<file path="src/rtl/core/ikchm_pkg.sv">
// shared constants for the chained hash map
package ikchm_pkg;
    localparam logic [1:0] CMD_PUT     = 2'd0;
    localparam logic [1:0] CMD_GET     = 2'd1;
    localparam logic [1:0] CMD_REMOVE  = 2'd2;
    localparam logic [1:0] CMD_REPLACE = 2'd3;
    localparam int KEY_W   = 32;
    localparam int VALUE_W = 32;
    localparam int COUNT_W = 11;
    localparam int BCFG_W  = 9;
endpackage

</file>
<file path="src/rtl/core/ikchm_mod.sv">
// serial remainder unit: key modulo bucket count, one quotient bit per cycle
module ikchm_mod #(
    parameter int BUCKET_W = 9
) (
    input  logic                         i_clk,
    input  logic                         i_rst_n,
    input  logic                         i_start,
    input  logic [ikchm_pkg::KEY_W-1:0]  i_key,
    input  logic [BUCKET_W-1:0]          i_mod,
    output logic                         o_done,
    output logic [BUCKET_W-1:0]          o_rem
);
    import ikchm_pkg::*;

    logic [KEY_W-1:0]    r_key;
    logic [BUCKET_W:0]   r_rem;
    logic [5:0]          r_cnt;
    logic                r_busy;
    logic [BUCKET_W+1:0] w_trial;
    logic [BUCKET_W+1:0] w_diff;

    assign w_trial = {r_rem, r_key[KEY_W-1]};
    assign w_diff  = w_trial - {2'b00, i_mod};

    always_ff @(posedge i_clk) begin
        if (!i_rst_n) begin
            r_busy <= 1'b0;
            r_cnt  <= '0;
            o_done <= 1'b0;
        end else begin
            o_done <= 1'b0;
            if (i_start) begin
                r_busy <= 1'b1;
                r_cnt  <= '0;
                r_key  <= i_key;
                r_rem  <= '0;
            end else if (r_busy) begin
                r_key <= {r_key[KEY_W-2:0], 1'b0};
                if (!w_diff[BUCKET_W+1]) r_rem <= w_diff[BUCKET_W:0];
                else r_rem <= w_trial[BUCKET_W:0];
                r_cnt <= r_cnt + 6'd1;
                if (r_cnt == 6'(KEY_W - 1)) begin
                    r_busy <= 1'b0;
                    o_done <= 1'b1;
                end
            end
        end
    end

    assign o_rem = BUCKET_W'(r_rem);
endmodule

</file>
<file path="config.mk">
export PLATFORM = sky130hd
export DESIGN_NAME = ikchm_mod
export DESIGN_NICKNAME = d
export VERILOG_FILES = /design/src/rtl/core/ikchm_pkg.sv /design/src/rtl/core/ikchm_mod.sv
export SDC_FILE = /design/constraint.sdc
export NUM_CORES = 1
export LEC_CHECK = 0
export ABC_CLOCK_PERIOD_IN_PS = 2100
export BUFFER_PORTS_ARGS = -buffer_cell sky130_fd_sc_hd__buf_2
export CORE_MARGIN = 4
export CORE_UTILIZATION = 50
export CTS_CLUSTER_SIZE = 40
export DETAILED_ROUTE_END_ITERATION = 7
export GPL_TIMING_DRIVEN = 0
export PLACE_DENSITY = 0.83
export SETUP_SLACK_MARGIN = 0.05
export SLEW_MARGIN = 15
export SYNTH_ARGS = -nofsm -noshare
export SYNTH_HDL_FRONTEND = slang
export SYNTH_SLANG_ARGS = --single-unit
</file>
<file path="constraint.sdc">
create_clock -name i_clk -period 2.1 [get_ports i_clk]
set_input_delay 0.105 -clock i_clk [delete_from_list [all_inputs] [get_ports i_clk]]
set_output_delay 0.105 -clock i_clk [all_outputs]
set_load 0.01 [all_outputs]
</file>
==> impl_metrics.py <==
metrics = {
    "critical_path": {
        "critPathArrivalTime_ps": 2290,
        "startpoint": "r_key[31]",
        "reg2reg_depth": 9,
        "r2r_start": "r_key[31]",
        "worst_ep_required_time_ps": 2170,
        "rrSetupSlack_ps": -120,
        "worstPathMaxFanout": 7,
        "crit_type": "flop to flop",
        "max_stage_delay_ps": 350,
        "crit_chain": "inv_2 > ha_4 > fa_2 > nand2b_4 > a211oi_4 > buf_4 > o21a_4 > nor2_4 > a31o_2",
        "slowest_stage": "edfxtp_1",
        "cp-start-kind": "flop",
        "crit_path_end": "r_rem[4]",
        "cp-end-kind": "flop",
        "reg2reg_to": "r_rem[4]",
    },
    "job": {
        "maxCapViolCount": 0,
    },
    "cells_and_area": {
        "layout.nets": 351,
        "diodes": 0,
        "fillCellCount": 380,
        "drive_gt1_share_pct": 46.8,
        "syn2layout_area_growth_pct": 26.3,
        "post-route-util_pct": 66.4,
    },
    "global_routing": {
        "grt_max_degree": 44,
        "grt_pass1_wl_mm": 8.93,
        "grt_overflow": 0,
        "track_usage_pct": 17.8,
        "grt_pass1_vias": 1949,
        "antenna_found_initial": 0,
    },
    "sta": {
        "finalHoldViolations": 0,
        "setup_tns_ps": -705,
        "tightest_slew_ps": 1000,
        "slew_violations": 0,
        "min_period_over_period_pct": 106,
        "clock_skew_ps": 7.17,
        "rsz0062_at_grt": "true",
        "max_freq_mhz": 451,
        "fin_crit_ps": 2220,
        "fin_ws_ps": -120,
        "finalSetupViolCount": 8,
        "relSlewSlack_pct": 33.4,
    },
    "floorplan": {
        "core_area_um2": 5200,
        "die_y_um": 82.0,
        "num_rows": 26,
        "start_util_pct": 52.6,
        "dieArea_um2": 6730,
        "die_w_um": 82.0,
        "io_pins": 54,
    },
    "route": {
        "remaining_drc_errors": 0,
        "avgViaCountPerCell": 5.51,
        "wire_per_inst_um": 15.7,
        "totalWireLength_mm": 5.78,
        "drt_iter0_drc": 120,
        "antenna_left": 0,
        "vias": 2022,
        "drt-pass1-iter-count": 4,
    },
    "logic_synthesis": {
        "synthArstFlopShare_pct": 0,
        "synth.avg_cell_area_um2": 12.3,
        "synth_cells": 223,
        "synth_nets": 278,
        "synth.ff_latch_count": 50,
        "ys_types": 48,
        "yosysSeqAreaShare_pct": 51.9,
        "syn_area_um2": 2740,
        "synth_ff_type": "edfxtp_1",
        "ys_warn_count": 0,
        "synth_edf_count": 42,
    },
    "pwr": {
        "peakVddDrop_v": 0.000568,
        "leakage_nw": 1.37,
        "power.total_w": 0.00249,
        "p_per_area_nw_per_um2": 720,
    },
    "cts": {
        "clk_latency_ps": 300,
        "cts_buffers": 5,
        "clkTransAtPathRegs_ps": 100,
        "cts_root_buf": "clkbuf_8",
        "clk_path_buf_depth": 2,
        "htreeDepth": 2,
        "tritoncts": "yes",
        "cts_sinks": 50,
    },
    "status": {
        "status": "finished, violations left",
        "violations": "negative setup slack",
    },
    "placed_design": {
        "dp_slack_ps": -242,
        "routabilityCongestion": 0.841,
        "io_buffers": 52,
        "dpl.hpwl_mm": 3.84,
    },
    "min_path": {
        "hold_class": "input port to flop",
    },
}
## power by group
group	switching, W	internal (W)	total, W
clock network	0.000334	0.000356	0.000689
registers	0.0000376	0.00116	0.00120
logic	0.000297	0.000302	0.000598
## logic make-up (layout without fill, tap and decap cells)
logic type      after synthesis  after routing  synth area share (%)
flops                        50             50                  51.9
fa+ha+maj                    11             11                  5.30
simple gates                 47             47                  9.09
xor+xnor                      7              7                  2.24
compound gates               45             45                  12.7
mux                          33             33                  13.5
buf+inv                      30            104                  5.34
## worst max-delay path, delay by kind of cell (launching register included)
| family | cells | cell delay [ps] |
|---|---|---|
| AOI/OAI and AO/OA | 3 | 690 |
| adders and majority gates | 2 | 500 |
| DFF | 1 | 350 |
| and+or+nand+nor | 2 | 240 |
| buffers and inverters | 2 | 210 |
## timing repair
action / 4_1_cts / 5_1_grt
buffers inserted: 11 / 3
hold buffers: 0 / 0
resized for setup: 19 / 0
pin swaps: 9 / 1
endpoints found under the setup margin: 9 / 10
## registers in the layout, indices dropped and copies added (netlist names)
register  count
o_done        1
r_cnt         6
r_key        32
r_rem        10
r_busy        1
## routing by layer
layer	track usage, %	wire (um)
met1	22.0	2370
met4	7.97	96
met2	30.4	2970
met3	3.18	337
met5	0	0
## layout by cell type (no fill, tap or decap), drive strengths merged, types with 6 or more instances in the layout
cell,instances
ha,10
a21oi,12
edfxtp,42
inv,15
mux2,31
clkbuf,12
buf,75
nor2,12
nand2,10
o21ai,6
dfxtp,8
## cell usage after synthesis (2+ instances only)
cell type	instances	share of area [%]
edfxtp_1	42	46
mux2_2	31	13
inv_1	14	1.9
nor2_1	11	1.5
a21oi_1	10	1.8
ha_1	10	4.6
nand2_1	10	1.4
buf_4	9	2.5
dfxtp_1	8	5.8
clkbuf_1	7	0.96
o21ai_0	6	1.1
nand2b_1	5	1.1
nand4_1	5	1.1
xor2_1	4	1.3
a21o_1	3	0.82
a31o_2	3	0.96
xnor2_1	3	0.96
a211o_1	2	0.64
and2_1	2	0.46
mux2i_1	2	0.73
nand3_1	2	0.37
nor3_1	2	0.37
o211a_1	2	0.73
o211ai_1	2	0.55
o21a_1	2	0.55
o31ai_1	2	0.55
or3_1	2	0.46
or4_1	2	0.55
## area by class of cell
cell class | instances | area [um2] | area share [%]
buffer | 16 | 93.8 | 2.71
clock buffer | 5 | 68.8 | 1.99
clock inverter | 3 | 42.5 | 1.23
inverter | 14 | 52.6 | 1.52
multi-input combinational | 143 | 1320 | 38.2
sequential | 50 | 1420 | 41.1
tap | 70 | 87.6 | 2.53
timing repair buffer | 66 | 369 | 10.7
## worst min-delay path by stage
| stage | slack (ps) | end | start | depth (start not counted) |
|---|---|---|---|---|
| finish | 80 | r_key[0] | i_key[0] | 2 |
| global route | 70 | r_key[0] | i_key[0] | 2 |
| CTS | 70 | r_key[0] | i_key[0] | 2 |
| detailed placement | 390 | r_key[0] | i_key[0] | 2 |
| global placement | 390 | r_key[0] | i_key[0] | 2 |
| floorplan | 310 | r_key[0] | i_key[0] | 1 |
## stage by stage
step	hold WS [ps]	instances	area, um2
final	79.5	367	3460
after global routing	65.6	367	3460
after CTS	68.8	364	3440
after detailed placement	393	345	3110
after global placement	394	345	3110
after floorplan	309	223	2760
Power figures use the tool's default switching activity.
